## src/hw/rtl/plux_pkg.sv

```systemverilog
// ============================================================================
// plux_pkg
// Shared widths, region codes, fit coefficients and the ratio power table
// for the two-channel piecewise lux unit.
// ============================================================================
package plux_pkg;

  localparam int unsigned FRACTION_BITS     = 8;
  localparam int unsigned POWER_TABLE_DEPTH = 256;

  localparam int unsigned CNT_W = 16;
  localparam int unsigned LUX_W = 23;
  localparam logic [LUX_W-1:0] LUX_MAX = '1;

  // ratio index: i = round(ch1 * 2*RATIO_N / (2*ch0)), RATIO_N = 2*depth
  localparam int unsigned RATIO_N = 2 * POWER_TABLE_DEPTH;
  localparam int unsigned IDX_W   = $clog2(POWER_TABLE_DEPTH + 1);
  localparam int unsigned TAB_W   = $clog2(POWER_TABLE_DEPTH);
  localparam int unsigned DVD_W   = CNT_W + $clog2(2 * RATIO_N + 1);
  localparam int unsigned DSR_W   = CNT_W + 1;
  localparam int unsigned DIV_W   = DVD_W + IDX_W;

  // power table entries are Q16
  localparam int unsigned POW_W  = 16;
  localparam int unsigned BIG_W  = 5 * (POW_W + 2) + 7 * ($clog2(RATIO_N) + 1) + 8;

  // lowest region: coef = 3040*2^16 - 6200*P, coefficients in units of 1e-5
  localparam int unsigned COEF_W = 28;
  localparam logic [COEF_W:0] POW_BASE  = (COEF_W+1)'(3040 * 65536);
  localparam logic [COEF_W:0] POW_SLOPE = (COEF_W+1)'(6200);

  // upper regions: lin = A*ch0 - B*ch1
  localparam int unsigned LIN_CW = 12;
  localparam int unsigned LIN_W  = CNT_W + LIN_CW + 1;
  localparam logic [LIN_CW-1:0] LIN_A61  = 12'd2240;
  localparam logic [LIN_CW-1:0] LIN_B61  = 12'd3100;
  localparam logic [LIN_CW-1:0] LIN_A80  = 12'd1280;
  localparam logic [LIN_CW-1:0] LIN_B80  = 12'd1530;
  localparam logic [LIN_CW-1:0] LIN_A130 = 12'd146;
  localparam logic [LIN_CW-1:0] LIN_B130 = 12'd112;

  // scaling and rounding: both divisors are 3125 times a power of two
  localparam int unsigned NUM_W    = COEF_W + CNT_W;
  localparam int unsigned SCALE_SH = 4 + FRACTION_BITS;
  localparam int unsigned X_W      = NUM_W + SCALE_SH + 1;
  localparam int unsigned POW_SH   = 21;
  localparam int unsigned LIN_SH   = 5;
  localparam int unsigned DIV_K    = 3125;
  localparam int unsigned KW       = $clog2(DIV_K + 1);
  localparam int unsigned Y_W      = KW + LUX_W;
  localparam logic [X_W-1:0] HALF_POW  = X_W'(64'd50000 << 16);
  localparam logic [X_W-1:0] HALF_LIN  = X_W'(64'd50000);
  localparam logic [X_W-1:0] SAT_LIMIT = X_W'(DIV_K) << LUX_W;

  // floor(y / 3125) = (y * RECIP) >> RECIP_SH for every y below 3125 * 2^LUX_W:
  // the rounding error of RECIP times the largest y stays below 2^RECIP_SH
  localparam int unsigned RECIP_SH = 46;
  localparam int unsigned RECIP_W  = 36;
  localparam logic [RECIP_W-1:0] RECIP =
    RECIP_W'(((64'd1 << RECIP_SH) + 64'(DIV_K) - 64'd1) / 64'(DIV_K));

  typedef enum logic [2:0] {
    REG_ZERO,
    REG_POW,
    REG_R61,
    REG_R80,
    REG_R130
  } region_e;

  typedef struct packed {
    logic [CNT_W-1:0] ch0;
    logic [CNT_W-1:0] ch1;
    region_e          region;
  } plux_side_t;

  // Largest y with y^5 * n^7 <= idx^7 * 2^80, i.e. floor(2^16 * (idx/n)^1.4).
  function automatic logic [POW_W-1:0] pow_entry(input int unsigned idx);
    logic [BIG_W-1:0] lhs;
    logic [BIG_W-1:0] rhs;
    logic [POW_W+1:0] lo;
    logic [POW_W+1:0] hi;
    logic [POW_W+1:0] mid;
    lo = '0;
    hi = (POW_W+2)'(1) << POW_W;
    for (int s = 0; s < POW_W + 2; s++) begin
      if (lo < hi) begin
        mid = (lo + hi + (POW_W+2)'(1)) >> 1;
        lhs = BIG_W'(1);
        rhs = BIG_W'(1);
        for (int k = 0; k < 5; k++) begin
          lhs = lhs * BIG_W'(mid);
          rhs = rhs << POW_W;
        end
        for (int k = 0; k < 7; k++) begin
          lhs = lhs * BIG_W'(RATIO_N);
          rhs = rhs * BIG_W'(idx);
        end
        if (lhs <= rhs) begin
          lo = mid;
        end else begin
          hi = mid - (POW_W+2)'(1);
        end
      end
    end
    return lo[POW_W-1:0];
  endfunction

endpackage

```

## src/hw/rtl/plux_ratio_div.sv

```systemverilog
// ============================================================================
// plux_ratio_div
// Restoring divider for the rounded ratio index, one quotient bit per
// pipeline stage; region and counts ride along.
// ============================================================================
module plux_ratio_div (
  input  logic                       clk_i,
  input  logic                       rst_ni,
  input  logic                       valid_i,
  output logic                       ready_o,
  input  plux_pkg::plux_side_t       side_i,
  input  logic [plux_pkg::DVD_W-1:0] dvd_i,
  input  logic [plux_pkg::DSR_W-1:0] dsr_i,
  output logic                       valid_o,
  input  logic                       ready_i,
  output plux_pkg::plux_side_t       side_o,
  output logic [plux_pkg::IDX_W-1:0] idx_o
);
  import plux_pkg::*;

  localparam int unsigned S = IDX_W;

  logic [S-1:0]     v_q;
  logic [S-1:0]     v_in;
  logic [S-1:0]     en;
  logic [DVD_W-1:0] rem_q  [S-1];
  logic [DSR_W-1:0] dsr_q  [S-1];
  logic [IDX_W-1:0] q_q    [S];
  plux_side_t       side_q [S];

  assign v_in    = {v_q[S-2:0], valid_i};
  assign ready_o = en[0];

  for (genvar s = 0; s < S; s++) begin : g_stage
    localparam int unsigned B = S - 1 - s;
    logic [DVD_W-1:0] rem_in;
    logic [DSR_W-1:0] dsr_in;
    logic [IDX_W-1:0] q_in;
    plux_side_t       side_in;
    logic [DIV_W-1:0] sub;
    logic             take;

    // a stage moves when any stage from here on is empty or the sink takes
    assign en[s] = ready_i | ~(&v_q[S-1:s]);

    if (s == 0) begin : g_first
      assign rem_in  = dvd_i;
      assign dsr_in  = dsr_i;
      assign q_in    = '0;
      assign side_in = side_i;
    end else begin : g_next
      assign rem_in  = rem_q[s-1];
      assign dsr_in  = dsr_q[s-1];
      assign q_in    = q_q[s-1];
      assign side_in = side_q[s-1];
    end

    assign sub  = DIV_W'(dsr_in) << B;
    assign take = DIV_W'(rem_in) >= sub;

    always_ff @(posedge clk_i) begin
      if (en[s]) begin
        q_q[s]    <= take ? (q_in | (IDX_W'(1) << B)) : q_in;
        side_q[s] <= side_in;
      end
    end

    if (s < S - 1) begin : g_rem
      always_ff @(posedge clk_i) begin
        if (en[s]) begin
          rem_q[s] <= take ? DVD_W'(DIV_W'(rem_in) - sub) : rem_in;
          dsr_q[s] <= dsr_in;
        end
      end
    end
  end

  always_ff @(posedge clk_i or negedge rst_ni) begin
    if (!rst_ni) begin
      v_q <= '0;
    end else begin
      for (int s = 0; s < S; s++) begin
        if (en[s]) begin
          v_q[s] <= v_in[s];
        end
      end
    end
  end

  assign valid_o = v_q[S-1];
  assign side_o  = side_q[S-1];
  assign idx_o   = q_q[S-1];

  a_index_in_table: assert property (@(posedge clk_i) disable iff (!rst_ni)
    valid_o && side_o.region == REG_POW |-> idx_o <= IDX_W'(POWER_TABLE_DEPTH))
    else $error("ratio index beyond power table in lowest region");

endmodule

```

## config.mk

```make
export PLATFORM = sky130hd
export DESIGN_NAME = plux_ratio_div
export DESIGN_NICKNAME = d
export VERILOG_FILES = /design/src/hw/rtl/plux_pkg.sv /design/src/hw/rtl/plux_ratio_div.sv
export SDC_FILE = /design/constraint.sdc
export NUM_CORES = 1
export LEC_CHECK = 0
export ABC_AREA = 0
export CAP_MARGIN = 40
export CORE_MARGIN = 1.5
export CORE_UTILIZATION = 25
export DETAILED_ROUTE_END_ITERATION = 6
export DONT_BUFFER_PORTS = 1
export PLACE_DENSITY = 0.5
export SYNTH_ARGS = -nofsm -noshare
export SYNTH_HDL_FRONTEND = slang
export SYNTH_SLANG_ARGS = --single-unit
```

## constraint.sdc

```tcl
create_clock -name clk_i -period 25.9 [get_ports clk_i]
set_clock_uncertainty 0.15 [all_clocks]
set_input_delay 7.77 -clock clk_i [delete_from_list [all_inputs] [get_ports clk_i]]
set_output_delay 7.77 -clock clk_i [all_outputs]
set_load 0.02 [all_outputs]
```

* Word-level counts from Yosys, hierarchy flattened
Memory sizes are Yosys's and may differ from the RTL's.
Cells that the tools add are included.
** Cells by class
- Add/subtract/negate cells :: 8
- Muxes and demuxes :: 35
- Bitwise gates (word level) :: 18
- Order comparisons :: 9
- Divide/modulo/power cells :: 0
- Eq/ne operators :: 0
- Multiply operators :: 0
- Shift-type cells :: 0
- Reduce and logical (&&, ||, !) cells :: 8
** Operators with widths (count)
- two-way mux 27 bit :: 8
- >= comparator 27 x 17 -> 1 bit :: 1
- >= comparator 27 x 18 -> 1 bit :: 1
- >= comparator 27 x 19 -> 1 bit :: 1
- >= comparator 27 x 20 -> 1 bit :: 1
- >= comparator 27 x 21 -> 1 bit :: 1
- >= comparator 27 x 22 -> 1 bit :: 1
- >= comparator 27 x 23 -> 1 bit :: 1
- >= comparator 27 x 24 -> 1 bit :: 1
- >= comparator 27 x 25 -> 1 bit :: 1
- subtractor 27 x 18 -> 27 bit :: 1
- subtractor 27 x 19 -> 27 bit :: 1
- subtractor 27 x 20 -> 27 bit :: 1
- subtractor 27 x 21 -> 27 bit :: 1
- subtractor 27 x 22 -> 27 bit :: 1
- subtractor 27 x 23 -> 27 bit :: 1
- subtractor 27 x 24 -> 27 bit :: 1
- subtractor 27 x 25 -> 27 bit :: 1
- two-way mux 1 bit :: 19
- two-way mux 9 bit :: 1
- NOT 1 bit :: 9
- OR 1 bit :: 9
- AND reduction 9 bit :: 1
- two-way mux 8 bit :: 1
- other kinds (13) :: 13
** Word-level totals
- Output and inout bits :: 46
- Bits in latches :: 0
- Input port bits :: 83
- Bits in read-only memories :: 0
- Bits in writable memories :: 748
- Memories :: 4
- Flip-flop bits (word level) :: 9
- Word-level logic and storage cells :: 91
** Memory list
- side_q :: words 9, bits a word 35, read ports 9, clocked after memory_dff 0, wr ports 9, RTL line plux_ratio_div.sv:29 : plux_side_t side_q [S];
- rem_q :: words 8, bits a word 27, read ports 8, clocked after memory_dff 0, wr ports 8, RTL line plux_ratio_div.sv:26 : logic [DVD_W-1:0] rem_q [S-1];
- dsr_q :: words 8, bits a word 17, read ports 8, clocked after memory_dff 0, wr ports 8, RTL line plux_ratio_div.sv:27 : logic [DSR_W-1:0] dsr_q [S-1];
- q_q :: words 9, bits a word 9, read ports 9, clocked after memory_dff 0, wr ports 9, RTL line plux_ratio_div.sv:28 : logic [IDX_W-1:0] q_q [S];

* Longest topological paths before layout
Gate-level depths: netlist of the first run.
- Depth in word-level cells :: 5
- Gate-level depth with buffers :: 13
- Depth with buffers taken out :: 12

* Worst setup path before layout of the first run
Ideal clock, no wire load.
- Path kind :: input to output
- Start point :: input ready_i
- End point :: output ready_o
- Arrival :: 15.628 ns
- Buffers on the path :: 0
- Data required time :: 17.980 ns
- Cell stages on the path :: 6
- Setup slack :: 2.352 ns
- Cell sequence :: nor2b_1 > nand3_1 > nor2_1 > nand3_1 > nor2_1 > nand3_1
** Between the ends
- Word-level cells in the longest chain between the ends :: 1
** RTL lines
- start: declaration :: RTL line plux_ratio_div.sv:15 : input logic ready_i,
- OR 1 bit :: RTL line plux_ratio_div.sv:44 : assign en[s] = ready_i | ~(&v_q[S-1:s]);
- end: declaration :: RTL line plux_ratio_div.sv:10 : output logic ready_o,
Every way passes these cells.

* Worst setup path in the final report of the first run
Same ends and word-level chain as after synthesis.

==> impl_results.html, run 1 <==
<table>
<tr><th>Metric</th><th>Value</th></tr>
<tr><th colspan="2">Power and ir drop</th></tr>
<tr><td>Power density normalized to cell area</td><td>120.3 nW/um^2</td></tr>
<tr><td>Total leakage power</td><td>13.34 nW</td></tr>
<tr><td>Maximum resistive drop on vdd</td><td>0.00005206 V</td></tr>
<tr><th colspan="2">STA</th></tr>
<tr><td>Worst relative slew slack</td><td>0.4422</td></tr>
<tr><td>Post-layout minimum cycle time</td><td>18250 ps</td></tr>
<tr><td>Finish-stage setup viols</td><td>0</td></tr>
<tr><td>Unrepaired setup endpoints after global routing</td><td>no</td></tr>
<tr><td>Slew at the pin closest to its max-slew limit</td><td>836.7 ps</td></tr>
<tr><td>Maximum achievable frequency</td><td>54.81 MHz</td></tr>
<tr><td>Number of failing hold endpoints at the final stage</td><td>0</td></tr>
<tr><td>Final slew viol count</td><td>0</td></tr>
<tr><td>Tcrit/Tclk final</td><td>0.7045</td></tr>
<tr><td>Final worst slack</td><td>7654 ps</td></tr>
<tr><td>Sum of negative setup slack</td><td>0 ps</td></tr>
<tr><th colspan="2">Routing</th></tr>
<tr><td>Number of nets with antenna violations after detailed routing</td><td>0</td></tr>
<tr><td>DRC Markers</td><td>0</td></tr>
<tr><td>Post-detailed-route wirelength per cell</td><td>14.38 um</td></tr>
<tr><td>Iter 0 DRT Violations</td><td>986</td></tr>
<tr><td>Number of search-and-repair iterations in the first detailed-routing pass</td><td>5</td></tr>
<tr><td>Detailed-route vias per instance</td><td>4.164</td></tr>
<tr><td>Number of vias in the routed layout</td><td>16790</td></tr>
<tr><td>Routed Wire Length</td><td>57980 um</td></tr>
<tr><th colspan="2">Worst setup path</th></tr>
<tr><td>CP Capture Type</td><td>primary output</td></tr>
<tr><td>Arr. time, crit path</td><td>10330 ps</td></tr>
<tr><td>Kind of start point of the critical path</td><td>input port</td></tr>
<tr><td>Maximum fanout along the worst path</td><td>27</td></tr>
<tr><td>Depth of the worst register-to-register path</td><td>9</td></tr>
<tr><td>Reg-to-reg startpoint</td><td>v_q[8]$_DFFE_PN0P_</td></tr>
<tr><td>Req. time, crit path</td><td>17980 ps</td></tr>
<tr><td>Crit path from</td><td>ready_i</td></tr>
<tr><td>Kind of critical path</td><td>in2out</td></tr>
<tr><th colspan="2">Place</th></tr>
<tr><td>Count of buffers from port buffering</td><td>0</td></tr>
<tr><td>Final HPWL from detailed placement</td><td>42530 um</td></tr>
<tr><td>GP Congestion</td><td>0.8438</td></tr>
<tr><td>Worst slack at placement</td><td>7569 ps</td></tr>
<tr><th colspan="2">Clocking</th></tr>
<tr><td>Clock tree from TritonCTS</td><td>done</td></tr>
<tr><td>Buffers from clock root to sink, at most</td><td>3</td></tr>
<tr><td>Worst-path clk slew</td><td>60 ps</td></tr>
<tr><td>Number of hold-repair buffers added at the cts stage</td><td>0</td></tr>
<tr><td># H-tree levels</td><td>3</td></tr>
<tr><td>Clock root cell</td><td>sky130_fd_sc_hd__clkbuf_16</td></tr>
<tr><td>Buffers inserted during post-CTS setup optimization</td><td>0</td></tr>
<tr><td>Clock Latency Late Sink</td><td>630 ps</td></tr>
<tr><td>TritonCTS Sinks</td><td>721</td></tr>
<tr><td>Post-CTS Resized</td><td>0</td></tr>
<tr><td>Number of buffers created by CTS</td><td>77</td></tr>
<tr><th colspan="2">Floorplanning</th></tr>
<tr><td>Die Area</td><td>128100 sq um</td></tr>
<tr><td>Placement row count</td><td>130</td></tr>
<tr><td>Effective utilization at floorplan</td><td>0.2513</td></tr>
<tr><td>Height of the die</td><td>357.9 um</td></tr>
<tr><td>Top-Level Pins</td><td>129</td></tr>
<tr><td>Floorplan Core Area</td><td>125200 sq um</td></tr>
<tr><td>Overall die width</td><td>357.9 um</td></tr>
<tr><th colspan="2">Synthesis</th></tr>
<tr><td>Multiplexer share of the synthesized area</td><td>0.008506</td></tr>
<tr><td>Share of the yosys chip area belonging to registers</td><td>0.6863</td></tr>
<tr><td>Number of synthesized flops with an enable pin</td><td>712</td></tr>
<tr><td>Share of flip-flops with an asynchronous set or reset</td><td>0.01248</td></tr>
<tr><td>Number of instances in the synthesized netlist</td><td>2259</td></tr>
<tr><td>Post-synth top area cell</td><td>sky130_fd_sc_hd__edfxtp_1</td></tr>
<tr><td>Total nets after synthesis</td><td>2503</td></tr>
<tr><td>Number of distinct library cells after synthesis</td><td>76</td></tr>
<tr><td>Simple-gate area share of the yosys netlist</td><td>0.08287</td></tr>
<tr><td>Top-area cell type share of the netlist area</td><td>0.6792</td></tr>
<tr><td>Synth Cell Area</td><td>31480 sq um</td></tr>
<tr><td>Dominant combinational cell family by area after synthesis</td><td>compound AO/OA/AOI/OAI gates</td></tr>
<tr><td>Fraction of the mapped netlist area in compound gates</td><td>0.08927</td></tr>
<tr><td>Leading post-synthesis cells by cell area</td><td>sky130_fd_sc_hd__edfxtp_1 (68%), sky130_fd_sc_hd__ha_1 (6.1%), sky130_fd_sc_hd__o21ai_0 (2.3%)</td></tr>
<tr><td>Dominant register cell in the synthesized netlist</td><td>sky130_fd_sc_hd__edfxtp_1</td></tr>
<tr><td>Count of synthesis-stage warnings from yosys</td><td>0</td></tr>
<tr><td>Flop and latch count out of synthesis</td><td>721</td></tr>
<tr><td>Xor and xnor area share after synthesis</td><td>0.03951</td></tr>
<tr><td>Post-synthesis average cell area</td><td>13.94 sq um</td></tr>
<tr><td>Synth Area in Adders</td><td>0.06590</td></tr>
<tr><th colspan="2">GRT</th></tr>
<tr><td>Global-route wire length before repair</td><td>91580 um</td></tr>
<tr><td>Antenna violations before repair</td><td>0</td></tr>
<tr><td>Total congestion overflow after global routing</td><td>0</td></tr>
<tr><td>Pin count of the biggest net entering global routing</td><td>67</td></tr>
<tr><td>Total routing resource utilization after global routing</td><td>0.09039</td></tr>
<tr><td>Number of global-route vias before repair</td><td>16900</td></tr>
<tr><th colspan="2">Layout</th></tr>
<tr><td>Ratio of cells with drive above 1 in the final layout</td><td>0.08270</td></tr>
<tr><td>Final nets</td><td>2571</td></tr>
<tr><td>Syn-to-layout area delta</td><td>15.27%</td></tr>
<tr><td>Number of filler cells placed in the layout</td><td>12690</td></tr>
<tr><td># diodes</td><td>0</td></tr>
<tr><th colspan="2">Worst hold path</th></tr>
<tr><td>Hold Path Depth</td><td>0</td></tr>
<tr><td>Worst min-delay path startpoint</td><td>side_q[0][153]$_DFFE_PP_</td></tr>
<tr><td>Class of the most critical hold timing path</td><td>reg2reg</td></tr>
<tr><th colspan="2">Flow run</th></tr>
<tr><td>Total of max-cap violations</td><td>0</td></tr>
<tr><th colspan="2">Status</th></tr>
<tr><td>Run status</td><td>finished, final reports clean</td></tr>
</table>
Yosys cell counts (21+ instances only):
cell / n
sky130_fd_sc_hd__nand2b_1: 33
sky130_fd_sc_hd__ha_1: 153
sky130_fd_sc_hd__a21oi_1: 135
sky130_fd_sc_hd__nor3_1: 29
sky130_fd_sc_hd__mux2_2: 21
sky130_fd_sc_hd__nor2_1: 122
sky130_fd_sc_hd__inv_1: 190
sky130_fd_sc_hd__nand4_1: 31
sky130_fd_sc_hd__xor2_1: 66
sky130_fd_sc_hd__nor4_1: 29
sky130_fd_sc_hd__xnor2_1: 76
sky130_fd_sc_hd__a21o_1: 41
sky130_fd_sc_hd__o21ai_0: 147
sky130_fd_sc_hd__edfxtp_1: 712
sky130_fd_sc_hd__clkbuf_1: 27
sky130_fd_sc_hd__nand2_1: 167
sky130_fd_sc_hd__nand3_1: 31
layout by cell type (no fill, tap or decap), drive strengths merged, types with 31 or more instances in the layout:
cell type    n
nand3       32
clkbuf      92
clkinv      33
xor2        66
o21ai      149
edfxtp     712
xnor2       76
nand2      167
nand4       31
nor2       122
nand2b      33
a21oi      135
a21o        41
nor4        31
ha         153
inv        190
metrics by stage:
stage | area, sq um | power [mW] | cells | utilization | hold WS [ps]
2_1_floorplan | 31480 | 2.983 | 2259 | - | 250.3
3_3_place_gp | 33630 | 3.310 | 3892 | 0.2686 | 250.1
3_5_place_dp | 33780 | 3.334 | 3898 | 0.2697 | 254.5
4_1_cts | 36290 | 4.425 | 4032 | 0.2897 | 242.5
5_1_grt | 36290 | 4.677 | 4032 | 0.2897 | 250.5
6_report | 36290 | 4.364 | 4032 | 0.2897 | 241.9
flip-flops by register name, summed over array words and instances (netlist names):
signal and cells:
q_q 45, side_q 315, rem_q 216, dsr_q 136
v_q 9
layout make-up:
cell class / instances / area, sq um / area share
Clock buffer: 92 / 2023 / 0.05575
Clock inverter: 42 / 488.0 / 0.01345
Inverter: 191 / 719.4 / 0.01983
Multi-Input combinational cell: 1311 / 9102 / 0.2508
Sequential cell: 721 / 21610 / 0.5954
Tap cell: 1650 / 2064 / 0.05689
Timing Repair Buffer: 25 / 285.3 / 0.007861
metal layers:
layer / up-vias / global-route usage / part of all wire
met2: 256 / 0.1579 / 0.49
li1: 8529 / - / -
met3: 123 / 0.02132 / 0.045
met1: 7880 / 0.1039 / 0.42
met5: - / 0 / 0
met4: 0 / 0.04304 / 0.040
worst max-delay path, cell delays in order:
cell                      delay (ps)
sky130_fd_sc_hd__nor2b_1         410
sky130_fd_sc_hd__nand3_4         380
sky130_fd_sc_hd__nor2_1          560
sky130_fd_sc_hd__nand3_4         390
sky130_fd_sc_hd__nor2_1          520
sky130_fd_sc_hd__nand3_4         280
final timing paths:
path	endpoint	slack [ps]
max	ready_o	7650
min	side_q[0][188]$_DFFE_PP_	240
max reg2reg	dsr_q[0][8]$_DFFE_PP_	21370
min reg2reg	side_q[0][188]$_DFFE_PP_	240
max in group asynchronous	v_q[0]$_DFFE_PN0P_	18840
min in group asynchronous	v_q[1]$_DFFE_PN0P_	6680
cells by family after synthesis:
group,Yosys count
AOI/OAI and AO/OA,456
muxes,24
adders and majority gates,161
DFF,721
buffers and inverters,227
and+or+nand+nor,528
xor gates and xnor gates,142
where the power goes:
part	leakage [nW]	switching, mW	internal, mW
clock	1.21	0.447	0.624
sequential	7.32	0.185	1.79
combinational	4.82	0.759	0.558
Note: power is estimated with default switching activity, not from simulation.
==> inputs of run 2 (changes only) <==
--- a/config.mk
+++ b/config.mk
@@ -5,13 +5,13 @@
 export SDC_FILE = /design/constraint.sdc
 export NUM_CORES = 1
 export LEC_CHECK = 0
-export ABC_AREA = 0
+export ABC_AREA = 1
 export CAP_MARGIN = 40
 export CORE_MARGIN = 1.5
 export CORE_UTILIZATION = 25
 export DETAILED_ROUTE_END_ITERATION = 6
 export DONT_BUFFER_PORTS = 1
-export PLACE_DENSITY = 0.5
+export PLACE_DENSITY = 0.52
 export SYNTH_ARGS = -nofsm -noshare
 export SYNTH_HDL_FRONTEND = slang
 export SYNTH_SLANG_ARGS = --single-unit
==> constraint.sdc (replaced) <==
create_clock -name clk_i -period 15 [get_ports clk_i]
set_clock_uncertainty 0.15 [all_clocks]
set_input_delay 4.5 -clock clk_i [delete_from_list [all_inputs] [get_ports clk_i]]
set_output_delay 4.5 -clock clk_i [all_outputs]
set_load 0.02 [all_outputs]
==> impl_results.html, run 2 <==
<table>
<tr><th>Metric</th><th>Value</th></tr>
<tr><th colspan="2">Status</th></tr>
<tr><td>Run status</td><td>finished, final reports clean</td></tr>
<tr><th colspan="2">Worst setup path</th></tr>
<tr><td>Reg-to-reg startpoint</td><td>v_q[8]$_DFFE_PN0P_</td></tr>
<tr><td>Req. time, crit path</td><td>10350 ps (-7630 ps)</td></tr>
<tr><td>Crit path from</td><td>ready_i</td></tr>
<tr><td>CP Capture Type</td><td>primary output</td></tr>
<tr><td>Maximum fanout along the worst path</td><td>85 (+210%)</td></tr>
<tr><td>Kind of start point of the critical path</td><td>input port</td></tr>
<tr><td>Arr. time, crit path</td><td>6910 ps (-3420 ps)</td></tr>
<tr><td>Kind of critical path</td><td>in2out</td></tr>
<tr><th colspan="2">Synthesis</th></tr>
<tr><td>Top-area cell type share of the netlist area</td><td>0.5751 (-0.1041)</td></tr>
<tr><td>Leading post-synthesis cells by cell area</td><td>sky130_fd_sc_hd__edfxtp_1 (58%), sky130_fd_sc_hd__nand2_1 (15%), sky130_fd_sc_hd__inv_1 (7.0%)</td></tr>
<tr><td>Share of flip-flops with an asynchronous set or reset</td><td>0.01248 (unchanged)</td></tr>
<tr><td>Share of the yosys chip area belonging to registers</td><td>0.5811 (-0.1052)</td></tr>
<tr><td>Number of distinct library cells after synthesis</td><td>47 (-38%)</td></tr>
<tr><td>Number of instances in the synthesized netlist</td><td>3992 (+77%)</td></tr>
<tr><td>Post-synthesis average cell area</td><td>9.313 sq um (-33%)</td></tr>
<tr><td>Count of synthesis-stage warnings from yosys</td><td>0 (unchanged)</td></tr>
<tr><td>Post-synth top area cell</td><td>sky130_fd_sc_hd__edfxtp_1</td></tr>
<tr><td>Number of synthesized flops with an enable pin</td><td>712 (unchanged)</td></tr>
<tr><td>Total nets after synthesis</td><td>4236 (+69%)</td></tr>
<tr><td>Flop and latch count out of synthesis</td><td>721 (unchanged)</td></tr>
<tr><td>Top cell types by occurrence after synthesis</td><td>sky130_fd_sc_hd__nand2_1 (1492), sky130_fd_sc_hd__edfxtp_1 (712), sky130_fd_sc_hd__inv_1 (691)</td></tr>
<tr><td>Dominant register cell in the synthesized netlist</td><td>sky130_fd_sc_hd__edfxtp_1</td></tr>
<tr><td>Synth Cell Area</td><td>37180 sq um (+18%)</td></tr>
<tr><td>Most instantiated library cell after synthesis</td><td>sky130_fd_sc_hd__nand2_1</td></tr>
<tr><th colspan="2">Routing</th></tr>
<tr><td>Detailed-route vias per instance</td><td>4.133 (-0.73%)</td></tr>
<tr><td>Post-detailed-route wirelength per cell</td><td>15.24 um (+6.0%)</td></tr>
<tr><td>DRC Markers</td><td>0 (unchanged)</td></tr>
<tr><td>Iter 0 DRT Violations</td><td>1381 (+40%)</td></tr>
<tr><td>Routed Wire Length</td><td>92110 um (+59%)</td></tr>
<tr><td>Number of search-and-repair iterations in the first detailed-routing pass</td><td>5 (unchanged)</td></tr>
<tr><td>Number of nets with antenna violations after detailed routing</td><td>0 (unchanged)</td></tr>
<tr><td>Number of vias in the routed layout</td><td>24980 (+49%)</td></tr>
<tr><th colspan="2">Layout</th></tr>
<tr><td>Ratio of cells with drive above 1 in the final layout</td><td>0.06933 (-0.01338)</td></tr>
<tr><td>Number of flip-flops in the largest register</td><td>315 (unchanged)</td></tr>
<tr><td>Share of the core filled with cells</td><td>0.2838 (-0.005891)</td></tr>
<tr><td>Largest register by flop count</td><td>side_q</td></tr>
<tr><td>Largest registers</td><td>side_q (315), rem_q (216), dsr_q (136)</td></tr>
<tr><td>Number of filler cells placed in the layout</td><td>15490 (+22%)</td></tr>
<tr><td>Final Instance Area</td><td>41910 sq um (+16%)</td></tr>
<tr><td>Syn-to-layout area delta</td><td>12.73%</td></tr>
<tr><td>Final std cells w/o fill</td><td>6043 (+50%)</td></tr>
<tr><td>Commonest cells after routing, fill and taps aside</td><td>sky130_fd_sc_hd__nand2_1 (1489), sky130_fd_sc_hd__edfxtp_1 (712), sky130_fd_sc_hd__inv_1 (688), sky130_fd_sc_hd__nor2_1 (267), sky130_fd_sc_hd__nand3_1 (181)</td></tr>
<tr><td>Most frequent standard cell in the layout excluding fill and tap cells</td><td>sky130_fd_sc_hd__nand2_1</td></tr>
<tr><td>Final nets</td><td>4302 (+67%)</td></tr>
<tr><th colspan="2">STA</th></tr>
<tr><td>Final slew viol count</td><td>0 (unchanged)</td></tr>
<tr><td>Slew at the pin closest to its max-slew limit</td><td>809.6 ps (-27.12 ps)</td></tr>
<tr><td>Unrepaired setup endpoints after global routing</td><td>no</td></tr>
<tr><td>Tcrit/Tclk final</td><td>0.7708</td></tr>
<tr><td>Post-layout minimum cycle time</td><td>11560 ps</td></tr>
<tr><td>Number of failing hold endpoints at the final stage</td><td>0 (unchanged)</td></tr>
<tr><td>Maximum achievable frequency</td><td>86.49 MHz</td></tr>
<tr><td>Worst relative slew slack</td><td>0.4546 (+0.01237)</td></tr>
<tr><td>Fin Hold WS</td><td>249.7 ps (+7.855 ps)</td></tr>
<tr><td>Finish-stage setup viols</td><td>0 (unchanged)</td></tr>
<tr><th colspan="2">Clocking</th></tr>
<tr><td>Clock Latency Late Sink</td><td>630 ps (about the same)</td></tr>
<tr><td>Number of buffers created by CTS</td><td>74 (-3.9%)</td></tr>
<tr><td>Number of hold-repair buffers added at the cts stage</td><td>0 (unchanged)</td></tr>
<tr><td>Post-CTS Resized</td><td>0 (unchanged)</td></tr>
<tr><td>Buffers inserted during post-CTS setup optimization</td><td>0 (unchanged)</td></tr>
<tr><td>Worst-path clk slew</td><td>60 ps (about the same)</td></tr>
<tr><td>Clock root cell</td><td>sky130_fd_sc_hd__clkbuf_16</td></tr>
<tr><td>Clock tree from TritonCTS</td><td>done</td></tr>
<tr><td>TritonCTS Sinks</td><td>721 (unchanged)</td></tr>
<tr><td>Buffers from clock root to sink, at most</td><td>3 (unchanged)</td></tr>
<tr><td># H-tree levels</td><td>3 (unchanged)</td></tr>
<tr><th colspan="2">GRT</th></tr>
<tr><td>Number of global-route vias before repair</td><td>25130 (+49%)</td></tr>
<tr><td>Total routing resource utilization after global routing</td><td>0.1216 (+0.03124)</td></tr>
<tr><td>Global-route wire length before repair</td><td>142300 um (+55%)</td></tr>
<tr><td>Total congestion overflow after global routing</td><td>0 (unchanged)</td></tr>
<tr><td>Antenna violations before repair</td><td>3 (+3)</td></tr>
<tr><td>Pin count of the biggest net entering global routing</td><td>86 (+28%)</td></tr>
<tr><th colspan="2">Place</th></tr>
<tr><td>Final HPWL from detailed placement</td><td>72730 um (+71%)</td></tr>
<tr><td>GP Congestion</td><td>0.9457 (+12%)</td></tr>
<tr><td>Placed inst area</td><td>39560 sq um (+17%)</td></tr>
<tr><td>Count of buffers from port buffering</td><td>0 (unchanged)</td></tr>
<tr><td>Count of placed standard cells including taps</td><td>5912 (+52%)</td></tr>
<tr><th colspan="2">Floorplanning</th></tr>
<tr><td>Effective utilization at floorplan</td><td>0.2518 (+0.0004371)</td></tr>
<tr><td>Placement row count</td><td>141 (+8.5%)</td></tr>
<tr><td>Top-Level Pins</td><td>129 (unchanged)</td></tr>
<tr><td>Height of the die</td><td>388.6 um (+8.6%)</td></tr>
<tr><td>Floorplan Core Area</td><td>147700 sq um (+18%)</td></tr>
<tr><td>Die Area</td><td>151000 sq um (+18%)</td></tr>
<tr><td>Overall die width</td><td>388.6 um (+8.6%)</td></tr>
<tr><th colspan="2">Power and ir drop</th></tr>
<tr><td>Total leakage power</td><td>18.79 nW (+41%)</td></tr>
<tr><td>Net Sw Frac</td><td>0.4015 (+0.08293)</td></tr>
<tr><td>Maximum resistive drop on vdd</td><td>0.0001002 V (+92%)</td></tr>
<tr><td>Post-layout power</td><td>9.183 mW (+110%)</td></tr>
<tr><td>Cell-internal power</td><td>5.496 mW (+85%)</td></tr>
<tr><td>NetSw</td><td>3.687 mW (+170%)</td></tr>
<tr><td>Clock network fraction of design power</td><td>0.198 (-0.047)</td></tr>
<tr><td>Combinational power share</td><td>0.407 (+0.105)</td></tr>
<tr><td>Power density normalized to cell area</td><td>219.1 nW/um^2 (+82%)</td></tr>
<tr><td>Sequential power share</td><td>0.395 (-0.058)</td></tr>
<tr><th colspan="2">Worst hold path</th></tr>
<tr><td>Class of the most critical hold timing path</td><td>reg2reg</td></tr>
<tr><td>Worst min-delay path startpoint</td><td>side_q[0][226]$_DFFE_PP_</td></tr>
<tr><th colspan="2">Flow run</th></tr>
<tr><td>Total of max-cap violations</td><td>0 (unchanged)</td></tr>
</table>
-- run 2: layout make-up --
class | instances | area [sq um] | share of cell area
multi-input cells | 2532 | 12660 | 0.3021
clock buffers | 95 | 1962 | 0.04681
flip-flops and latches | 721 | 21610 | 0.5155
diodes | 2 | 5.005 | 0.0001194
inverters | 713 | 2694 | 0.06427
well taps | 1930 | 2415 | 0.05761
clock inverters | 34 | 389.1 | 0.009284
repair buffers | 16 | 182.7 | 0.004358
-- run 2: cell families after synthesis --
group / synth area share
AOI/OAI and AO/OA: 0.02480
and+or+nand+nor: 0.2433
buffers and inverters: 0.07993
adders and majority gates: 0.05580
DFF: 0.5811
xor gates and xnor gates: 0.01508
-- run 2: critical path: stages --
cell	delay, ps
sky130_fd_sc_hd__inv_12	30
sky130_fd_sc_hd__nand4_1	90
sky130_fd_sc_hd__buf_4	310
sky130_fd_sc_hd__or2_4	480
sky130_fd_sc_hd__nor2_2	360
sky130_fd_sc_hd__nand2_8	410
sky130_fd_sc_hd__nor2_4	360
sky130_fd_sc_hd__nand3_4	260
-- run 2: metal layers --
layer,track usage,up-vias,part of all wire,wire (um)
li1,-,12920,-,-
met1,0.1402,11490,0.42,38420
met2,0.2230,406,0.51,46850
met3,0.02234,169,0.040,3652
met4,0.04342,0,0.035,3198
met5,0,-,0,0
-- run 2: power groups by stage --
stage | registers (mW) | clock network (mW) | logic, mW
CTS | 3.64 | 1.88 | 3.76
global route | 3.71 | 1.96 | 4.29
floorplan | 3.50 | 0 | 2.81
finish | 3.63 | 1.82 | 3.73
global placement | 3.67 | 0 | 3.70
detailed placement | 3.68 | 0 | 3.75
-- run 2: worst paths after layout --
path	slack (ps)	to	cells after the start
max	3440	ready_o	8
min	250	side_q[0][261]$_DFFE_PP_	0
min reg2reg	250	side_q[0][261]$_DFFE_PP_	0
min in group asynchronous	3410	v_q[4]$_DFFE_PN0P_	0
max reg2reg	10500	dsr_q[0][5]$_DFFE_PP_	9
max in group asynchronous	11190	v_q[3]$_DFFE_PN0P_	0
-- run 2: metrics by stage --
step | TNS, ps | setup WS [ps]
6_report | 0 | 3438
2_1_floorplan | -131.8 | -131.8
5_1_grt | 0 | 3200
4_1_cts | 0 | 3369
3_5_place_dp | 0 | 3408
3_3_place_gp | 0 | 3454
==> inputs of run 3 (changes only) <==
--- a/config.mk
+++ b/config.mk
@@ -5,7 +5,7 @@
 export SDC_FILE = /design/constraint.sdc
 export NUM_CORES = 1
 export LEC_CHECK = 0
-export ABC_AREA = 1
+export ABC_AREA = 0
 export CAP_MARGIN = 40
 export CORE_MARGIN = 1.5
 export CORE_UTILIZATION = 25
==> constraint.sdc (replaced) <==
create_clock -name clk_i -period 10 [get_ports clk_i]
set_clock_uncertainty 0.15 [all_clocks]
set_input_delay 3 -clock clk_i [delete_from_list [all_inputs] [get_ports clk_i]]
set_output_delay 3 -clock clk_i [all_outputs]
set_load 0.02 [all_outputs]
==> impl_results.html, run 3 (synthesis gave the netlist of run 1 again) <==
<table>
<tr><th>Metric</th><th>Value</th></tr>
<tr><th colspan="2">Layout</th></tr>
<tr><td>Largest registers</td><td>side_q (315), rem_q (216), dsr_q (136)</td></tr>
<tr><td>Commonest cells after routing, fill and taps aside</td><td>sky130_fd_sc_hd__edfxtp_1 (712), sky130_fd_sc_hd__inv_1 (187), sky130_fd_sc_hd__nand2_1 (164), sky130_fd_sc_hd__ha_1 (153), sky130_fd_sc_hd__o21ai_0 (146)</td></tr>
<tr><td>Ratio of cells with drive above 1 in the final layout</td><td>0.07773 (+0.008405)</td></tr>
<tr><td>Final nets</td><td>2564 (-40%)</td></tr>
<tr><td>Most frequent standard cell in the layout excluding fill and tap cells</td><td>sky130_fd_sc_hd__edfxtp_1</td></tr>
<tr><td>Largest register by flop count</td><td>side_q</td></tr>
<tr><td># diodes</td><td>0 (-2)</td></tr>
<tr><td>Number of flip-flops in the largest register</td><td>315 (unchanged)</td></tr>
<tr><td>Syn-to-layout area delta</td><td>14.32%</td></tr>
<tr><td>Share of the core filled with cells</td><td>0.2873 (+0.003484)</td></tr>
<tr><th colspan="2">Worst hold path</th></tr>
<tr><td>Class of the most critical hold timing path</td><td>reg2reg</td></tr>
<tr><td>Worst min-delay path startpoint</td><td>side_q[0][45]$_DFFE_PP_</td></tr>
<tr><th colspan="2">Worst setup path</th></tr>
<tr><td>Critical-path top delay cell</td><td>sky130_fd_sc_hd__nand3_4</td></tr>
<tr><td>Highest cell delay on the worst timing path</td><td>510 ps (+30 ps)</td></tr>
<tr><td>Kind of critical path</td><td>in2out</td></tr>
<tr><td>Crit path buf inv count</td><td>0 (-2)</td></tr>
<tr><td>CP Capture Type</td><td>primary output</td></tr>
<tr><td>Cell type group with the largest total delay on the critical path</td><td>simple AND/OR/NAND/NOR gates</td></tr>
<tr><td>Kind of start point of the critical path</td><td>input port</td></tr>
<tr><td>Arr. time, crit path</td><td>5460 ps (-1450 ps)</td></tr>
<tr><td>Maximum fanout along the worst path</td><td>32 (-62%)</td></tr>
<tr><td>CP cell instances</td><td>nor2b_1, nand3_4, nor2_1, nand3_4, nor2_1, nand3_4</td></tr>
<tr><td>Worst path most repeated cell</td><td>sky130_fd_sc_hd__nand3_4</td></tr>
<tr><td>Crit path from</td><td>ready_i</td></tr>
<tr><td>Req. time, crit path</td><td>6850 ps (-3500 ps)</td></tr>
<tr><td>Reg-to-reg startpoint</td><td>v_q[8]$_DFFE_PN0P_</td></tr>
<tr><th colspan="2">GRT</th></tr>
<tr><td>Total congestion overflow after global routing</td><td>0 (unchanged)</td></tr>
<tr><td>Global-route wire length before repair</td><td>91790 um (-35%)</td></tr>
<tr><td>Total routing resource utilization after global routing</td><td>0.09108 (-0.03055)</td></tr>
<tr><td>Number of global-route vias before repair</td><td>16940 (-33%)</td></tr>
<tr><td>Antenna violations before repair</td><td>3 (unchanged)</td></tr>
<tr><td>Pin count of the biggest net entering global routing</td><td>69 (-20%)</td></tr>
<tr><th colspan="2">Place</th></tr>
<tr><td>Count of buffers from port buffering</td><td>0 (unchanged)</td></tr>
<tr><td>Final HPWL from detailed placement</td><td>43110 um (-41%)</td></tr>
<tr><td>GP Congestion</td><td>0.8646 (-8.6%)</td></tr>
<tr><th colspan="2">STA</th></tr>
<tr><td>Number of failing hold endpoints at the final stage</td><td>0 (unchanged)</td></tr>
<tr><td>Post-layout minimum cycle time</td><td>8611 ps</td></tr>
<tr><td>Maximum achievable frequency</td><td>116.1 MHz</td></tr>
<tr><td>Sum of negative setup slack</td><td>0 ps (unchanged)</td></tr>
<tr><td>Final slew viol count</td><td>0 (unchanged)</td></tr>
<tr><td>Worst relative slew slack</td><td>0.4013 (-0.05321)</td></tr>
<tr><td>Tcrit/Tclk final</td><td>0.8611</td></tr>
<tr><td>Finish-stage setup viols</td><td>0 (unchanged)</td></tr>
<tr><td>Fin Hold WS</td><td>248.0 ps (-1.785 ps)</td></tr>
<tr><td>Slew at the pin closest to its max-slew limit</td><td>898.0 ps (+88.36 ps)</td></tr>
<tr><td>Unrepaired setup endpoints after global routing</td><td>no</td></tr>
<tr><th colspan="2">Clocking</th></tr>
<tr><td>Buffers inserted during post-CTS setup optimization</td><td>0 (unchanged)</td></tr>
<tr><td># H-tree levels</td><td>3 (unchanged)</td></tr>
<tr><td>Number of hold-repair buffers added at the cts stage</td><td>0 (unchanged)</td></tr>
<tr><td>TritonCTS Sinks</td><td>721 (unchanged)</td></tr>
<tr><td>Clock root cell</td><td>sky130_fd_sc_hd__clkbuf_16</td></tr>
<tr><td>Number of buffers created by CTS</td><td>74 (unchanged)</td></tr>
<tr><td>Clock tree from TritonCTS</td><td>done</td></tr>
<tr><td>Post-CTS Resized</td><td>0 (unchanged)</td></tr>
<tr><td>Worst-path clk slew</td><td>60 ps (about the same)</td></tr>
<tr><td>Buffers from clock root to sink, at most</td><td>3 (unchanged)</td></tr>
<tr><td>Clock Latency Late Sink</td><td>640 ps (about the same)</td></tr>
<tr><th colspan="2">Routing</th></tr>
<tr><td>Routed Wire Length</td><td>58690 um (-36%)</td></tr>
<tr><td>Iter 0 DRT Violations</td><td>1027 (-26%)</td></tr>
<tr><td>Number of search-and-repair iterations in the first detailed-routing pass</td><td>5 (unchanged)</td></tr>
<tr><td>Number of vias in the routed layout</td><td>16830 (-33%)</td></tr>
<tr><td>Detailed-route vias per instance</td><td>4.175 (+1.0%)</td></tr>
<tr><td>Post-detailed-route wirelength per cell</td><td>14.56 um (-4.5%)</td></tr>
<tr><td>DRC Markers</td><td>0 (unchanged)</td></tr>
<tr><td>Number of nets with antenna violations after detailed routing</td><td>0 (unchanged)</td></tr>
<tr><th colspan="2">Flow run</th></tr>
<tr><td>Total of max-cap violations</td><td>0 (unchanged)</td></tr>
<tr><th colspan="2">Floorplanning</th></tr>
<tr><td>Placement row count</td><td>130 (-7.8%)</td></tr>
<tr><td>Effective utilization at floorplan</td><td>0.2513 (-0.0004371)</td></tr>
<tr><td>Overall die width</td><td>357.9 um (-7.9%)</td></tr>
<tr><td>Die Area</td><td>128100 sq um (-15%)</td></tr>
<tr><td>Floorplan Core Area</td><td>125200 sq um (-15%)</td></tr>
<tr><td>Top-Level Pins</td><td>129 (unchanged)</td></tr>
<tr><td>Height of the die</td><td>357.9 um (-7.9%)</td></tr>
<tr><th colspan="2">Power and ir drop</th></tr>
<tr><td>Maximum resistive drop on vdd</td><td>0.0001410 V (+41%)</td></tr>
<tr><td>Power density normalized to cell area</td><td>308.5 nW/um^2 (+41%)</td></tr>
<tr><td>Total leakage power</td><td>13.20 nW (-30%)</td></tr>
<tr><td>Post-layout power</td><td>11.10 mW (+21%)</td></tr>
<tr><th colspan="2">Status</th></tr>
<tr><td>Run status</td><td>finished, final reports clean</td></tr>
</table>
-- run 3: where the power goes --
part           switching (mW)  internal, mW
clock                    1.14          1.45
combinational            1.95          1.43
sequential              0.487          4.65
total                    3.58          7.52
-- run 3: final timing paths --
path                                                end  slack (ps)  depth (start not counted)
worst max-delay path                            ready_o        1390                          6
worst min-delay path            side_q[0][80]$_DFFE_PP_         250                          0
worst max register to register    rem_q[0][7]$_DFFE_PP_        5930                          7
worst min register to register  side_q[0][80]$_DFFE_PP_         250                          0
max in group asynchronous            v_q[6]$_DFFE_PN0P_        7680                          0
min in group asynchronous            v_q[5]$_DFFE_PN0P_        1900                          0
-- run 3: routing by layer --
metal / track usage / share of wire
met1: 0.1053 / 0.43
met2: 0.1588 / 0.49
met3: 0.02081 / 0.042
met4: 0.04346 / 0.039
met5: 0 / 0.00058
-- run 3: layout make-up --
cell class / instances / area, sq um
Timing Repair Buffer: 21 / 172.7
Sequential cell: 721 / 21610
Inverter: 191 / 719.4
Tap cell: 1650 / 2064
Fill cell: 12620 / 89260
Multi-Input combinational cell: 1311 / 9102
Clock inverter: 35 / 289.0
Clock buffer: 101 / 2033
-- run 3: stage by stage --
step	cell area [sq um]	worst slack [ps]	std cells
6_report	35990	1389	4030
3_3_place_gp	33630	1263	3891
4_1_cts	35990	1224	4030
2_1_floorplan	31520	387.5	2259
5_1_grt	35990	1133	4030
3_5_place_dp	33660	1232	3894
